===== config.mk =====
export PLATFORM = sky130hd
export DESIGN_NAME = touch_sample_average_and_map
export DESIGN_NICKNAME = d
export VERILOG_FILES = /design/src/hw/rtl/tsam_pkg.sv /design/src/hw/rtl/tsam_regs.sv /design/src/hw/rtl/tsam_ctrl.sv /design/src/hw/rtl/tsam_dp.sv /design/src/hw/rtl/touch_sample_average_and_map.sv
export SDC_FILE = /design/constraint.sdc
export NUM_CORES = 1
export LEC_CHECK = 0
export ABC_AREA = 1
export CORE_MARGIN = 8
export CORE_UTILIZATION = 60
export CTS_CLUSTER_DIAMETER = 120
export DETAILED_ROUTE_END_ITERATION = 12
export DONT_BUFFER_PORTS = 1
export PLACE_DENSITY = 0.8
export SYNTH_ARGS = -nofsm -noshare
export SYNTH_HDL_FRONTEND = slang
export SYNTH_SLANG_ARGS = --single-unit

===== constraint.sdc =====
create_clock -name clk -period 9.4 [get_ports clk]
set_input_delay 1.41 -clock clk [delete_from_list [all_inputs] [get_ports clk]]
set_output_delay 1.41 -clock clk [all_outputs]
set_load 0.01 [all_outputs]

===== src/hw/rtl/tsam_pkg.sv =====
package tsam_pkg;

  localparam int WORD_W     = 16;
  localparam int SAMPLE_W   = 13;
  localparam int DROP_BITS  = WORD_W - SAMPLE_W;
  localparam int AVG_SHIFT  = 4;
  localparam int SUM_W      = SAMPLE_W + AVG_SHIFT;
  localparam int CNT_W      = AVG_SHIFT;
  localparam int PIX_W      = 9;
  localparam int PROD_W     = SAMPLE_W + PIX_W;
  localparam int DIV_STEPS  = PIX_W;
  localparam int DCNT_W     = $clog2(DIV_STEPS);
  localparam int OUT_W      = 48;
  localparam int ADDR_W     = 5;
  localparam int DATA_W     = 32;

  localparam logic [CNT_W-1:0]  LAST_COUNT = CNT_W'((1 << AVG_SHIFT) - 1);
  localparam logic [PIX_W-1:0]  X_PIX_MAX  = PIX_W'(239);
  localparam logic [PIX_W-1:0]  Y_PIX_MAX  = PIX_W'(319);

  localparam logic [2:0] REG_X_CAL_LOW  = 3'd0;
  localparam logic [2:0] REG_X_CAL_HIGH = 3'd1;
  localparam logic [2:0] REG_Y_CAL_LOW  = 3'd2;
  localparam logic [2:0] REG_Y_CAL_HIGH = 3'd3;
  localparam logic [2:0] REG_LANDSCAPE  = 3'd4;

  typedef struct packed {
    logic [SAMPLE_W-1:0] x_cal_low;
    logic [SAMPLE_W-1:0] x_cal_high;
    logic [SAMPLE_W-1:0] y_cal_low;
    logic [SAMPLE_W-1:0] y_cal_high;
    logic                landscape_mode;
  } cfg_t;

  typedef struct packed {
    logic take;
    logic mul;
    logic axis_y;
    logic step;
    logic save_x;
    logic load;
  } cmd_t;

  typedef struct packed {
    logic last;
    logic div_last;
    logic out_free;
  } stat_t;

endpackage


===== src/hw/rtl/tsam_regs.sv =====
module tsam_regs (
  input  logic                       clk,
  input  logic                       rst,
  input  logic                       psel,
  input  logic                       penable,
  input  logic                       pwrite,
  input  logic [tsam_pkg::ADDR_W-1:0] paddr,
  input  logic [tsam_pkg::DATA_W-1:0] pwdata,
  output logic [tsam_pkg::DATA_W-1:0] prdata,
  output logic                       pready,
  output tsam_pkg::cfg_t             cfg
);
  import tsam_pkg::*;

  logic [2:0] idx;
  logic       wr;

  assign idx    = paddr[ADDR_W-1:2];
  assign wr     = psel && penable && pwrite;
  assign pready = 1'b1;

  always_ff @(posedge clk) begin
    if (rst) begin
      cfg.x_cal_low      <= '0;
      cfg.x_cal_high     <= SAMPLE_W'(4095);
      cfg.y_cal_low      <= '0;
      cfg.y_cal_high     <= SAMPLE_W'(4095);
      cfg.landscape_mode <= 1'b0;
    end else if (wr) begin
      unique case (idx)
        REG_X_CAL_LOW:  cfg.x_cal_low      <= pwdata[SAMPLE_W-1:0];
        REG_X_CAL_HIGH: cfg.x_cal_high     <= pwdata[SAMPLE_W-1:0];
        REG_Y_CAL_LOW:  cfg.y_cal_low      <= pwdata[SAMPLE_W-1:0];
        REG_Y_CAL_HIGH: cfg.y_cal_high     <= pwdata[SAMPLE_W-1:0];
        REG_LANDSCAPE:  cfg.landscape_mode <= pwdata[0];
        default: ;
      endcase
    end
  end

  always_comb begin
    unique case (idx)
      REG_X_CAL_LOW:  prdata = DATA_W'(cfg.x_cal_low);
      REG_X_CAL_HIGH: prdata = DATA_W'(cfg.x_cal_high);
      REG_Y_CAL_LOW:  prdata = DATA_W'(cfg.y_cal_low);
      REG_Y_CAL_HIGH: prdata = DATA_W'(cfg.y_cal_high);
      REG_LANDSCAPE:  prdata = DATA_W'(cfg.landscape_mode);
      default:        prdata = '0;
    endcase
  end

endmodule


===== src/hw/rtl/tsam_ctrl.sv =====
module tsam_ctrl (
  input  logic            clk,
  input  logic            rst,
  input  logic            in_valid,
  input  logic            pen,
  output logic            in_ready,
  input  tsam_pkg::stat_t stat,
  output tsam_pkg::cmd_t  cmd
);
  import tsam_pkg::*;

  localparam logic [2:0] S_IDLE = 3'd0;
  localparam logic [2:0] S_MULX = 3'd1;
  localparam logic [2:0] S_DIVX = 3'd2;
  localparam logic [2:0] S_MULY = 3'd3;
  localparam logic [2:0] S_DIVY = 3'd4;
  localparam logic [2:0] S_SEND = 3'd5;

  logic [2:0] state;
  logic [2:0] state_next;

  assign in_ready = (state == S_IDLE);

  always_comb begin
    cmd        = '0;
    state_next = state;
    unique case (state)
      S_IDLE: begin
        cmd.take = in_valid;
        if (in_valid) begin
          if (!pen) state_next = S_SEND;
          else if (stat.last) state_next = S_MULX;
        end
      end
      S_MULX: begin
        cmd.mul    = 1'b1;
        state_next = S_DIVX;
      end
      S_DIVX: begin
        cmd.step = 1'b1;
        if (stat.div_last) state_next = S_MULY;
      end
      S_MULY: begin
        // X quotient is still in the divider: capture it as Y starts
        cmd.mul    = 1'b1;
        cmd.axis_y = 1'b1;
        cmd.save_x = 1'b1;
        state_next = S_DIVY;
      end
      S_DIVY: begin
        cmd.step = 1'b1;
        if (stat.div_last) state_next = S_SEND;
      end
      S_SEND: begin
        // hold until the output register is free
        cmd.load = stat.out_free;
        if (stat.out_free) state_next = S_IDLE;
      end
      default: state_next = S_IDLE;
    endcase
  end

  always_ff @(posedge clk) begin
    if (rst) state <= S_IDLE;
    else     state <= state_next;
  end

endmodule


===== src/hw/rtl/tsam_dp.sv =====
module tsam_dp (
  input  logic                        clk,
  input  logic                        rst,
  input  tsam_pkg::cfg_t              cfg,
  input  tsam_pkg::cmd_t              cmd,
  output tsam_pkg::stat_t             stat,
  input  logic                        pen,
  input  logic [tsam_pkg::WORD_W-1:0] x_word,
  input  logic [tsam_pkg::WORD_W-1:0] y_word,
  output logic                        out_valid,
  input  logic                        out_ready,
  output logic [tsam_pkg::OUT_W-1:0]  out_data,
  output logic                        out_lifted
);
  import tsam_pkg::*;

  logic [SUM_W-1:0]    x_sum, y_sum;
  logic [SUM_W-1:0]    x_sum_add, y_sum_add;
  logic [CNT_W-1:0]    pair_count;
  logic [SAMPLE_W-1:0] ax, ay;
  logic                lifted;

  logic [PROD_W-1:0]   rem, dsh;
  logic [PIX_W-1:0]    quo;
  logic [DCNT_W-1:0]   dcnt;
  logic [PIX_W-1:0]    px_scaled;

  logic [SAMPLE_W-1:0] avg_sel, lo_sel, hi_sel, diff, den;
  logic [PIX_W-1:0]    top_sel;
  logic                ge;

  logic [SAMPLE_W-1:0] raw_x, raw_y;
  logic [PIX_W-1:0]    pixel_x, pixel_y;
  logic [SAMPLE_W-1:0] raw_x_next, raw_y_next;
  logic [PIX_W-1:0]    pixel_x_next, pixel_y_next;
  logic [PIX_W-1:0]    sx_now, sy_now, py_now;

  assign x_sum_add = x_sum + SUM_W'(x_word[WORD_W-1:DROP_BITS]);
  assign y_sum_add = y_sum + SUM_W'(y_word[WORD_W-1:DROP_BITS]);

  assign stat.last     = (pair_count == LAST_COUNT);
  assign stat.div_last = (dcnt == DCNT_W'(DIV_STEPS - 1));
  assign stat.out_free = !out_valid || out_ready;

  // accumulate pairs; a pen lift restarts the run
  always_ff @(posedge clk) begin
    if (rst) begin
      x_sum      <= '0;
      y_sum      <= '0;
      pair_count <= '0;
      lifted     <= 1'b0;
    end else if (cmd.take) begin
      lifted <= !pen;
      if (!pen || stat.last) begin
        x_sum      <= '0;
        y_sum      <= '0;
        pair_count <= '0;
      end else begin
        x_sum      <= x_sum_add;
        y_sum      <= y_sum_add;
        pair_count <= pair_count + CNT_W'(1);
      end
    end
  end

  always_ff @(posedge clk) begin
    if (cmd.take && pen && stat.last) begin
      ax <= x_sum_add[SUM_W-1:AVG_SHIFT];
      ay <= y_sum_add[SUM_W-1:AVG_SHIFT];
    end
  end

  always_comb begin
    avg_sel = cmd.axis_y ? ay : ax;
    lo_sel  = cmd.axis_y ? cfg.y_cal_low  : cfg.x_cal_low;
    hi_sel  = cmd.axis_y ? cfg.y_cal_high : cfg.x_cal_high;
    top_sel = cmd.axis_y ? Y_PIX_MAX : X_PIX_MAX;
    diff    = avg_sel - lo_sel;
    den     = hi_sel - lo_sel;
  end

  // restoring divider, one quotient bit per cycle; the quotient is below top
  assign ge = (rem >= dsh);

  always_ff @(posedge clk) begin
    if (rst) begin
      dcnt <= '0;
    end else if (cmd.mul) begin
      dcnt <= '0;
    end else if (cmd.step) begin
      dcnt <= dcnt + DCNT_W'(1);
    end
  end

  always_ff @(posedge clk) begin
    if (cmd.mul) begin
      rem <= PROD_W'(diff) * PROD_W'(top_sel);
      dsh <= PROD_W'({den, {(DIV_STEPS-1){1'b0}}});
      quo <= '0;
    end else if (cmd.step) begin
      if (ge) rem <= rem - dsh;
      dsh <= dsh >> 1;
      quo <= {quo[PIX_W-2:0], ge};
    end
  end

  function automatic logic [PIX_W-1:0] clamp_scale(
    input logic [SAMPLE_W-1:0] avg,
    input logic [SAMPLE_W-1:0] lo,
    input logic [SAMPLE_W-1:0] hi,
    input logic [PIX_W-1:0]    top,
    input logic [PIX_W-1:0]    q
  );
    if (avg <= lo)      return '0;
    else if (avg >= hi) return top;
    else                return q;
  endfunction

  assign sx_now = clamp_scale(ax, cfg.x_cal_low, cfg.x_cal_high, X_PIX_MAX, quo);
  assign sy_now = clamp_scale(ay, cfg.y_cal_low, cfg.y_cal_high, Y_PIX_MAX, quo);
  assign py_now = Y_PIX_MAX - sy_now;

  always_ff @(posedge clk) begin
    if (cmd.save_x) px_scaled <= sx_now;
  end

  always_comb begin
    raw_x_next   = '0;
    raw_y_next   = '0;
    pixel_x_next = '0;
    pixel_y_next = '0;
    if (!lifted && !(ax == '0 && ay == '0)) begin
      if (cfg.landscape_mode) begin
        raw_x_next   = ay;
        raw_y_next   = ax;
        pixel_x_next = py_now;
        pixel_y_next = X_PIX_MAX - px_scaled;
      end else begin
        raw_x_next   = ax;
        raw_y_next   = ay;
        pixel_x_next = px_scaled;
        pixel_y_next = py_now;
      end
    end
  end

  always_ff @(posedge clk) begin
    if (rst) begin
      out_valid <= 1'b0;
    end else if (cmd.load) begin
      out_valid <= 1'b1;
    end else if (out_ready) begin
      out_valid <= 1'b0;
    end
  end

  always_ff @(posedge clk) begin
    if (cmd.load) begin
      raw_x      <= raw_x_next;
      raw_y      <= raw_y_next;
      pixel_x    <= pixel_x_next;
      pixel_y    <= pixel_y_next;
      out_lifted <= lifted;
    end
  end

  assign out_data = OUT_W'({pixel_y, pixel_x, raw_y, raw_x});

endmodule


===== src/hw/rtl/touch_sample_average_and_map.sv =====
// Touch sample averaging and pixel mapping.
// Input stream: one request per converter sample pair. s_tdata carries the X
// and Y words, s_tuser the pen-down flag. Each word's sample is word >> 3.
// Sixteen pen-down requests make one run; the last one yields a result with
// the averaged raw values and calibrated pixel coordinates. A pen-up request
// clears the run and yields an all-zero result with pen_lifted set.
// Output stream: m_tdata carries raw_x, raw_y, pixel_x, pixel_y; m_tuser is
// pen_lifted. Results sit in an output register until taken.
// Sequence: a request that ends no run is taken while the block stays idle.
// A pen-up request goes straight to the send step. The last request of a run
// goes through the multiply and the 9-step shared divider once per axis, then
// to the send step; s_tready is low meanwhile. A stalled receiver holds the
// block in its send step once a new result is ready; until then requests keep
// being taken. Reset (rst, synchronous) clears the run, empties the output
// register and loads the calibration registers with their defaults (limits 0
// and 4095, portrait). The user must write APB registers only while the block
// is idle; the block itself does not enforce it.
module touch_sample_average_and_map (
  input  logic                        clk,
  input  logic                        rst,
  input  logic                        s_tvalid,
  output logic                        s_tready,
  input  logic [31:0]                 s_tdata,   // x_word[15:0], y_word[31:16]
  input  logic                        s_tuser,   // pen_down
  output logic                        m_tvalid,
  input  logic                        m_tready,
  // raw_x[12:0], raw_y[25:13], pixel_x[34:26], pixel_y[43:35], zero[47:44]
  output logic [tsam_pkg::OUT_W-1:0]  m_tdata,
  output logic                        m_tuser,   // pen_lifted
  input  logic                        psel,
  input  logic                        penable,
  input  logic                        pwrite,
  input  logic [tsam_pkg::ADDR_W-1:0] paddr,
  input  logic [tsam_pkg::DATA_W-1:0] pwdata,
  output logic [tsam_pkg::DATA_W-1:0] prdata,
  output logic                        pready
);
  import tsam_pkg::*;

  cfg_t  cfg;
  cmd_t  cmd;
  stat_t stat;

  tsam_regs u_regs (
    .clk     (clk),
    .rst     (rst),
    .psel    (psel),
    .penable (penable),
    .pwrite  (pwrite),
    .paddr   (paddr),
    .pwdata  (pwdata),
    .prdata  (prdata),
    .pready  (pready),
    .cfg     (cfg)
  );

  tsam_ctrl u_ctrl (
    .clk      (clk),
    .rst      (rst),
    .in_valid (s_tvalid),
    .pen      (s_tuser),
    .in_ready (s_tready),
    .stat     (stat),
    .cmd      (cmd)
  );

  tsam_dp u_dp (
    .clk        (clk),
    .rst        (rst),
    .cfg        (cfg),
    .cmd        (cmd),
    .stat       (stat),
    .pen        (s_tuser),
    .x_word     (s_tdata[WORD_W-1:0]),
    .y_word     (s_tdata[2*WORD_W-1:WORD_W]),
    .out_valid  (m_tvalid),
    .out_ready  (m_tready),
    .out_data   (m_tdata),
    .out_lifted (m_tuser)
  );

  a_lift_blocks_input : assert property (@(posedge clk) disable iff (rst)
    s_tvalid && s_tready && !s_tuser |=> !s_tready)
    else $error("pen-up request did not start a result");

  a_lift_zero_data : assert property (@(posedge clk) disable iff (rst)
    m_tvalid && m_tuser |-> m_tdata == '0)
    else $error("pen-up result carries nonzero data");

  a_pixel_range : assert property (@(posedge clk) disable iff (rst)
    m_tvalid |-> m_tdata[34:26] <= Y_PIX_MAX && m_tdata[43:35] <= Y_PIX_MAX)
    else $error("pixel coordinate out of range");

endmodule


== Word level (Yosys, flattened, before mapping) ==
Index checks and enable logic that the tools add are counted.

* Register bits: 232
* Output and inout bits: 84
* Word-level logic and storage cells: 120

* Multipliers: 1
* Reductions and logical operators: 30
* $add $sub $neg: 9
* Equality and inequality tests: 16
* Multiplexer cells: 34
* Magnitude comparators: 5

{| class="wikitable"
|+ Operator list
! operator !! count
|-
| $mux W22 || 3
|-
| $mux W13 || 5
|-
| $pmux W13 S5 || 1
|-
| $mux W9 || 5
|-
| $mux W21 || 2
|-
| $add A17 B13 Y17 || 2
|-
| $mux W17 || 2
|-
| $ge A13 B13 Y1 || 2
|-
| $le A13 B13 Y1 || 2
|-
| $logic_not A13 Y1 || 2
|-
| $sub A13 B13 Y13 || 2
|-
| $ge A22 B21 Y1 || 1
|-
| $mul A13 B9 Y22 || 1
|-
| $sub A22 B21 Y22 || 1
|-
| $mux W3 || 6
|-
| $pmux W3 S6 || 1
|-
| $eq A3 B2 Y1 const B || 4
|-
| $reduce_and A2 Y1 || 6
|-
| $eq A3 B3 Y1 const B || 3
|-
| $sub A8 B9 Y9 const A || 1
|-
| $sub A9 B9 Y9 const A || 1
|-
| $add A4 B1 Y4 const B || 2
|-
| $eq A4 B4 Y1 const B || 2
|-
| $mux W8 || 1
|-
| other kinds (13) || 37
|}

== Longest topological paths before layout ==
Gate-level depths: netlist of the first run.

* Depth in word-level cells: 6
* Gate-level depth with buffers: 40
* Mapped depth without buffers: 35

== Modules after synthesis ==
A second synthesis of the first run with hierarchy kept.

* Cells, all modules: 2,641
* Area total of the unflattened synthesis: 19,143.4 um^2

{| class="wikitable"
|+ By module, submodules not included
! module !! area an instance (um^2) !! times used !! sequential area each (um^2) !! cells each
|-
| tsam_dp || 16,150.5 || 1 || 4,674.5 || 2,173
|-
| tsam_regs || 2,721.4 || 1 || 1,061.0 || 426
|-
| tsam_ctrl || 271.5 || 1 || 60.1 || 42
|}

== Worst setup path after synthesis of the first run ==
No wires, ideal clock.

* Path kind: register -> register
* Start: reg u_ctrl.state[1]
* End: reg u_dp.rem[19] (data pin)
* Path buffers: 5
* Arrival time: 6.272 ns
* Cell stages (with the launch flop): 32
* Setup slack: 2.867 ns
* Clock period less this slack: 6.533 ns
* Library setup time: 0.261 ns
* Cell sequence: dfxtp_1 > buf_4 > nand3_4 > buf_8 > buf_8 > buf_2 > buf_2 > o21ai_0 > inv_1 > ha_1 > nand2_1 > o21ai_0 > nand3_1 > nand2_1 > xnor2_1 > inv_1 > fa_1 > inv_1 > fa_1 > inv_1 > fa_1 > inv_1 > fa_1 > inv_1 > ha_1 > nand2_1 > o21ai_0 > nor2_1 > o21bai_1 > nand3_1 > a21oi_1 > o21ai_0

* Cells in the longest elaborated chain, start to end: 6
* Elaborated cells between the ends (all ways): 11

{| class="wikitable"
|+ RTL lines
! what !! line !! RTL
|-
| start: declaration || tsam_ctrl.sv:19 || <nowiki>logic [2:0] state;</nowiki>
|-
| start signal: assignment || tsam_ctrl.sv:65 || <nowiki>else state <= state_next;</nowiki>
|-
| $eq A3 B2 Y1 || tsam_ctrl.sv:27 || <nowiki>unique case (state)</nowiki>
|-
| $mux W1 || tsam_ctrl.sv:27 ||
|-
| $mux W13, on equally long branches || tsam_dp.sv:74, tsam_dp.sv:75 ||
|-
| $sub A13 B13 Y13 || tsam_dp.sv:78 || <nowiki>diff = avg_sel - lo_sel;</nowiki>
|-
| $mul A13 B9 Y22 || tsam_dp.sv:97 || <nowiki>rem <= PROD_W'(diff) * PROD_W'(top_sel);</nowiki>
|-
| $mux W22 (*) || tsam_dp.sv:96 || <nowiki>if (cmd.mul) begin</nowiki>
|-
| end signal: assignment || tsam_dp.sv:97 ||
|-
| end signal: assignment || tsam_dp.sv:101 || <nowiki>if (ge) rem <= rem - dsh;</nowiki>
|-
| end: declaration || tsam_dp.sv:23 || <nowiki>logic [PROD_W-1:0] rem, dsh;</nowiki>
|}

Every way passes the cells marked *; elsewhere a longest branch is shown, timed or not.
A chain may end at the register's enable or synchronous reset.

== Worst setup path after layout of the first run ==
* Start: reg u_ctrl.state[2]
* End: reg u_dp.rem[19] (data pin)

The elaborated chain is that of the path after synthesis.

==> results of run 1 <==
## state kept, by name, indices dropped and copies added (netlist names), 3 cells and up
| signal | cells |
|---|---|
| u_ctrl.state | 3 |
| u_dp.dcnt | 4 |
| u_dp.pixel_y | 9 |
| u_dp.pair_count | 4 |
| u_dp.quo | 9 |
| u_dp.dsh | 21 |
| u_dp.pixel_x | 9 |
| u_dp.raw_x | 13 |
| u_dp.x_sum | 17 |
| u_regs.cfg | 53 |
| u_dp.rem | 22 |
| u_dp.ay | 13 |
| u_dp.px_scaled | 9 |
| u_dp.y_sum | 17 |
| u_dp.ax | 13 |
| u_dp.raw_y | 13 |
## placed cells by master (no fill, tap or decap), types with 27 or more instances in the layout
cell type,netlist,layout
o21ai_0,165,164
nor2_1,185,181
ha_1,183,183
inv_1,326,326
xor2_1,29,29
clkbuf_16,0,27
a21oi_1,221,221
nand4_1,32,32
nand3_1,85,85
dfxtp_1,117,116
fa_1,66,66
nand2_1,541,541
edfxtp_1,115,115
## layer usage
metal	global-route usage [%]	vias up	part of all wire, %
li1	-	7883	-
met1	33.9	7598	41
met2	44.5	665	46
met3	4.56	133	8.9
met4	12.8	0	4.9
met5	0	-	0
## path summary, 6_finish.rpt
| kind | to | from | depth (start not counted) | slack (ns) |
|---|---|---|---|---|
| hold / removal | u_dp.out_lifted | u_dp.lifted | 0 | 0.45 |
| hold reg to reg | u_dp.out_lifted | u_dp.lifted | 0 | 0.45 |
| setup reg to reg | u_dp.rem[19] | u_ctrl.state[2] | 29 | 1.74 |
| setup / recovery | u_dp.rem[19] | u_ctrl.state[2] | 29 | 1.74 |
## cell type report
class	count	share of cell area, %
multi-input cells	1770	56.3
flip-flops and latches	232	29.6
inverters	330	6.35
clock buffers	34	3.69
well taps	396	2.53
clock inverters	14	0.979
repair buffers	12	0.461
## cell families (layout without fill, tap and decap cells)
family	after synthesis	count (layout)
compound gates	508	508
xor+xnor	52	52
fa+ha+maj	249	249
buf+inv	435	390
flops	232	232
mux	1	1
other cells	2	24
simple gates	936	936
## worst max-delay path: cells and delay by family, from the launching register on
kind | cells | cell delay (ns)
AOI/OAI and AO/OA | 7 | 1.55
xor gates and xnor gates | 1 | 0.40
adders and majority gates | 6 | 2.72
buffers and inverters | 8 | 1.54
DFF | 1 | 0.48
and+or+nand+nor | 7 | 0.72
## stage by stage
stage	instances	hold WS (ns)
floorplan	2437	0.408
global placement	2740	0.415
detailed placement	2740	0.439
CTS	2788	0.447
global route	2788	0.458
finish	2788	0.451
==> results.md, run 1 <==
- Commonest cells in the netlist: nand2_1 (541), inv_1 (326), a21oi_1 (221), nor2_1 (185), ha_1 (183)
- Yosys top cell area share: a little under a fifth
- Vias in the first global route: 16000
- Vias: 16300
- F_max: 131 MHz
- Placed cell area: 18600 sq um
- RSZ-0062 raised after global routing: false
- Final worst-path cycle share: 81.5%
- Largest family of logic cells by synthesized area: simple AND/OR/NAND/NOR gates
- Sequential-to-total area share from yosys stat: 31.4%
- Area Growth Syn to Fin: 5.84%
- Minimum clock period: 7.66 ns
- Fin. Hold Viols: 0
- CTS clk-pin slew, worst paths: roughly 0.060 ns
- Root buffer cell: clkbuf_16
- Mux cell area share after synthesis: 0.0542%
- Hold_buf cts: 0
- Largest net degree at the start of global routing: a little over 90
- Status: finished clean
- Worst-margin pin slew: 1.33 ns
- Post-Synth Simple-Gate Area: 21.5%
- Req. time, crit path: 9.68 ns
- Setup TNS: 0 ns
- CTS tree: done
- Number of synthesized flops with an enable pin: between 100 and 150
- Critical path class: reg -> reg
- Headroom to the max-slew limit: 10.5%
- Design Area, Final: 19600 sq um
- Post-synthesis adder-cell area fraction: between 10% and 20%
- Count of pins over their slew limit: 0
- IO Count: approximately 160
- Post-cts resize count: 0
- Die height: roughly 190 microns
- Multi-input gate area: 11000 sq um
- DR pass1 iterations: 5
- I/O Buffers: 0
- Final setup fails: 0
- Max_cap viols: 0
- Reg area: 5800 sq um
- Post-DP HPWL: 38000 microns
- Dominant cell type by area after synthesis: edfxtp_1
- Most used DFF post-synth: dfxtp_1
- Async SR Flop Fraction: 0%
- Mapped Area: 18500 sq um
- Row cnt: 64
- Total grt overflow: 0
- Syn avg cell area: 7.65 sq um
- Global placer's final weighted congestion: 1.03
- CP arrival: 7.95 ns
- Cell count after synthesis: ~2400
- #FFs+latches synth: 232
- Synth Area in Compound Gates: 15.3%
- Worst-path maximum fanout: 91
- Core footprint: roughly 30000 sq um
- Final wirelength: 49600 microns
- Yosys warning count: 0
- Slowest CP cell: buf_4
- Initial drt markers: 1162
- Die Wd: 191 microns
- Hold Path Class: reg -> reg
- Clock sink total: approximately 230
- CP most frequent cell: inv_1
- Ant diodes: 0
- Skew final: between 0.02 and 0.025 ns
- Setup Fix Bufs, Post-CTS: 0
- Initial antenna violation count: 0
- Share of cells above drive strength 1: 4.47%
- Vias/cell: 5.84
- Synth unique cells: 52
- Skew-Pair Late Insertion Delay: 0.54 ns
- CP endpoint kind: flip-flop
- GR Util All Layers: 26.9%
- NumNets Final: 2698
- CP max stage delay: about 0.70 ns
- Fillcell total: 2600
- Total CTS buffers: 26
- Max H-tree Level: 1
- Post-synthesis xor/xnor area fraction: 2.55%
- Final Core Density: 64.3%
- Wire per inst: 17.8 microns
- DRC Markers: 0
- Initial core utilization: between 60% and 70%
- Maximum clock insertion buffer count: 3
- Setup ws final: 1.74 ns
- Most common cell in the netlist: nand2_1
- Final ANT Viol Nets: 0
- Die area: 36700 sq um
- Worst slack, placed: 1.83 ns
- Global-route wire length before repair: 80000 microns
- Startpoint types: flip-flop
- Top cells by area, synth: edfxtp_1 (19%), dfxtp_1 (13%), ha_1 (12%), nand2_1 (11%), fa_1 (7.2%)
Power of run 1 is left out: the tool's default activity adds up to more than one toggle a clock period on the data nets, which glitch-free logic cannot reach.
==> run 2, diff against run 1 <==
Settings changed: ABC_AREA 1 to 0, CORE_UTILIZATION 60 to 59, PLACE_DENSITY 0.8 to 0.82.
Clock period 9.4 ns to 6.2 ns, I/O delays scaled along.
==> results.md, run 2 <==
- Status: complete, but fails checks
- Failing checks: negative setup slack
- Share of cells above drive strength 1: 16.6% (+12 points)
- Final setup fails: 13 (+13)
- CTS tree: done
- Startpoint types: flip-flop
- F_max: 147 MHz (+13%)
- Max_cap viols: 0 (unchanged)
- Placed cell area: 19400 sq um (+3.8%)
- I/O Buffers: 0 (unchanged)
- Vias/cell: 6.10 (+4.5%)
- Syn avg cell area: 9.10 sq um (+19%)
- Most frequent cells in the layout: nand2_1 (205), buf_4 (192), inv_1 (178)
- Mapped Area: 17900 sq um (-3.3%)
- Max reg flops: 53 (unchanged)
- WHS Endpoint: u_dp.dsh[4]
- Vias: 15300 (-5.9%)
- Largest registers: u_regs.cfg (53), u_dp.rem (22), u_dp.dsh (21)
- Commonest cells in the netlist: nand2_1 (205), inv_1 (185), ha_1 (183), nor2_1 (178), a21oi_1 (126)
- Initial antenna violation count: 0 (unchanged)
- GR Util All Layers: 27.0% (+0.12 points)
- Async SR Flop Fraction: 0% (unchanged)
- Fillcell total: 2122 (-18%)
- Setup TNS: -5.25 ns (-5.25 ns)
- Yosys warning count: 0 (unchanged)
- Sequential-to-total area share from yosys stat: 32.4% (+1.1 points)
- DR pass1 iterations: 6 (+1)
- Die Wd: 190 microns (-0.78%)
- Skew final: 0.0187 ns (-0.00491 ns)
- Top reg by flops: u_regs.cfg
- Met3 WL post-DR: 4110 microns (-6.7%)
- Slack of the worst reg-to-reg path: -0.60 ns (-2.34 ns)
- Skew-Pair Late Insertion Delay: 0.55 ns (about the same)
- Final worst-path cycle share: 110% (+28 points)
- DRC Markers: 0 (unchanged)
- Total grt overflow: 0 (unchanged)
- Clock sink total: 232 (unchanged)
- Final ANT Viol Nets: 0 (unchanged)
- Worst slack, placed: -0.557 ns (-2.39 ns)
- Final wirelength: 50700 microns (+2.1%)
- Die area: 36100 sq um (-1.5%)
- Core footprint: 29700 sq um (-2.3%)
- Wire per inst: 20.2 microns (+14%)
- Hold Path Class: reg -> reg
- Die height: 190 microns (-0.78%)
- Yosys top cell area share: 19.3% (+0.64 points)
- NumNets Final: 2424 (-10%)
- Hold path depth: 2 (+2)
- Synth unique cells: 79 (+52%)
- Headroom to the max-slew limit: 13.2% (+2.6 points)
- Uppermost layer routed: met4
- Max H-tree Level: 1 (unchanged)
- Hold_sp: u_dp.dsh[5]
- Global placer's final weighted congestion: 0.941 (-8.3%)
- Largest net degree at the start of global routing: 77 (-16%)
- Req. time, crit path: 6.47 ns (-3.21 ns)
- CP max stage delay: 0.50 ns (-0.20 ns)
- Worst-margin pin slew: 1.30 ns (-0.0371 ns)
- Cell family with most CP delay: adder cells
- Top cells by area, synth: edfxtp_1 (19%), dfxtp_1 (13%), ha_1 (13%), fa_1 (7.4%), nand2_1 (4.3%)
- Maximum clock insertion buffer count: 3 (unchanged)
- CP endpoint kind: flip-flop
- RSZ-0062 raised after global routing: true
- Initial core utilization: 60.1% (-0.61 points)
- Most common cell after layout, fill and taps aside: nand2_1
- Root buffer cell: clkbuf_16
- Row cnt: 63 (-1.6%)
- Metal2 WL: 24000 microns (+6.0%)
- Cell count after synthesis: 1962 (-19%)
- Hold_buf cts: 0 (unchanged)
- Design Area, Final: 20700 sq um (+5.9%)
- Worst reg2reg path depth: 32 (+10%)
- Most used DFF post-synth: dfxtp_1
- Final Core Density: 69.7% (+5.5 points)
- Area Growth Syn to Fin: 16.0%
- Worst-path maximum fanout: 6 (-93%)
- Setup ws final: -0.602 ns (-2.34 ns)
- Minimum clock period: 6.80 ns (-0.860 ns)
- FF-to-FF End: u_dp.rem[21]
- Number of synthesized flops with an enable pin: 115 (unchanged)
- IO Count: 161 (unchanged)
- Fin. Hold Viols: 0 (unchanged)
- Vias in the first global route: 15200 (-4.7%)
- CTS clk-pin slew, worst paths: 0.07 ns (about the same)
- Critical path class: reg -> reg
- Total CTS buffers: 26 (unchanged)
- Post-DP HPWL: 37200 microns (-2.0%)
- Initial drt markers: 1330 (+14%)
- Most common cell in the netlist: nand2_1
- CP arrival: 7.08 ns (-0.87 ns)
- WL met1: 20200 microns (+0.21%)
- Dominant cell type by area after synthesis: edfxtp_1
- Count of pins over their slew limit: 0 (unchanged)
- Global-route wire length before repair: 79300 microns (-0.97%)
- Buffer and inverter count on the worst path: 6 (-2)
- R2R Path Start: u_ctrl.state[2]
- #FFs+latches synth: 232 (unchanged)
- Slowest CP cell: fa_1
==> run 2: changes by cell type in the layout (fill, tap and decap cells not counted), moves of 32 or more <==
cell,before,now
nand2_1,541,205
o21ai_0,164,60
xnor2_1,21,66
a21oi_1,221,115
nor2b_1,0,32
buf_4,12,192
nand3_1,85,32
mux2i_1,1,50
inv_1,326,178
==> run 2: how the worst max path moves through the flow <==
stage	start	end	slack, ns	cells past startpoint
global placement	u_ctrl.state[2]	u_dp.rem[18]	-0.42	30
floorplan	u_ctrl.state[2]	u_dp.rem[21]	-0.59	31
global route	u_ctrl.state[2]	u_dp.rem[21]	-0.89	32
detailed placement	u_ctrl.state[2]	u_dp.rem[19]	-0.56	30
CTS	u_ctrl.state[2]	u_dp.rem[21]	-0.48	30
finish	u_ctrl.state[2]	u_dp.rem[21]	-0.60	32
==> run 2: cell families (layout without fill, tap and decap cells) <==
group | count (synthesis) | count (layout) | share of synthesized area (%)
XOR/XNOR | 109 | 109 | 5.53
AND/OR/NAND/NOR | 590 | 590 | 15.2
adder cells (fa/ha/maj) | 249 | 249 | 20.2
flip-flops | 232 | 232 | 32.4
buffers and inverters | 299 | 433 | 6.82
AO/OA/AOI/OAI | 418 | 418 | 15.4
multiplexers | 63 | 63 | 4.40
other | 2 | 25 | 0.0420
==> run 2: repair_timing <==
action                                  4_1_cts  5_1_grt
pin swaps                                    59       19
gates resized for setup                      50       23
buffers inserted                             15        6
endpoints found under the setup margin       12       13
==> run 2: worst register-to-register path, delay by kind of cell (launching register included) <==
family | cells | cell delay (ns)
AOI/OAI and AO/OA | 10 | 2.03
xor gates and xnor gates | 3 | 0.40
buffers and inverters | 6 | 0.69
adders and majority gates | 6 | 2.24
and+or+nand+nor | 7 | 0.87
DFF | 1 | 0.33
==> run 2: cell type report <==
cell class	instances	area [sq um]	area share [%]
inverter	189	718	3.47
clock inverter	14	109	0.525
clock buffer	34	744	3.59
timing repair buffer	196	1500	7.22
antenna	1	2.50	0.0121
sequential	232	5800	28.0
multi-input combinational	1453	11400	54.8
tap	390	488	2.36
==> run 2: metrics by stage <==
stage | hold WS (ns) | cells
final | 0.471 | 2509
after global routing | 0.473 | 2508
after CTS | 0.462 | 2503
after detailed placement | 0.462 | 2441
after global placement | 0.451 | 2441
after floorplan | 0.440 | 1984
==> run 2: routing by layer <==
metal / vias up / global-route usage (%)
met4: 0 / 11.8
li1: 7082 / -
met2: 701 / 45.4
met3: 163 / 4.17
met1: 7365 / 34.1
met5: - / 0
Power of run 2 is left out for the same reason.
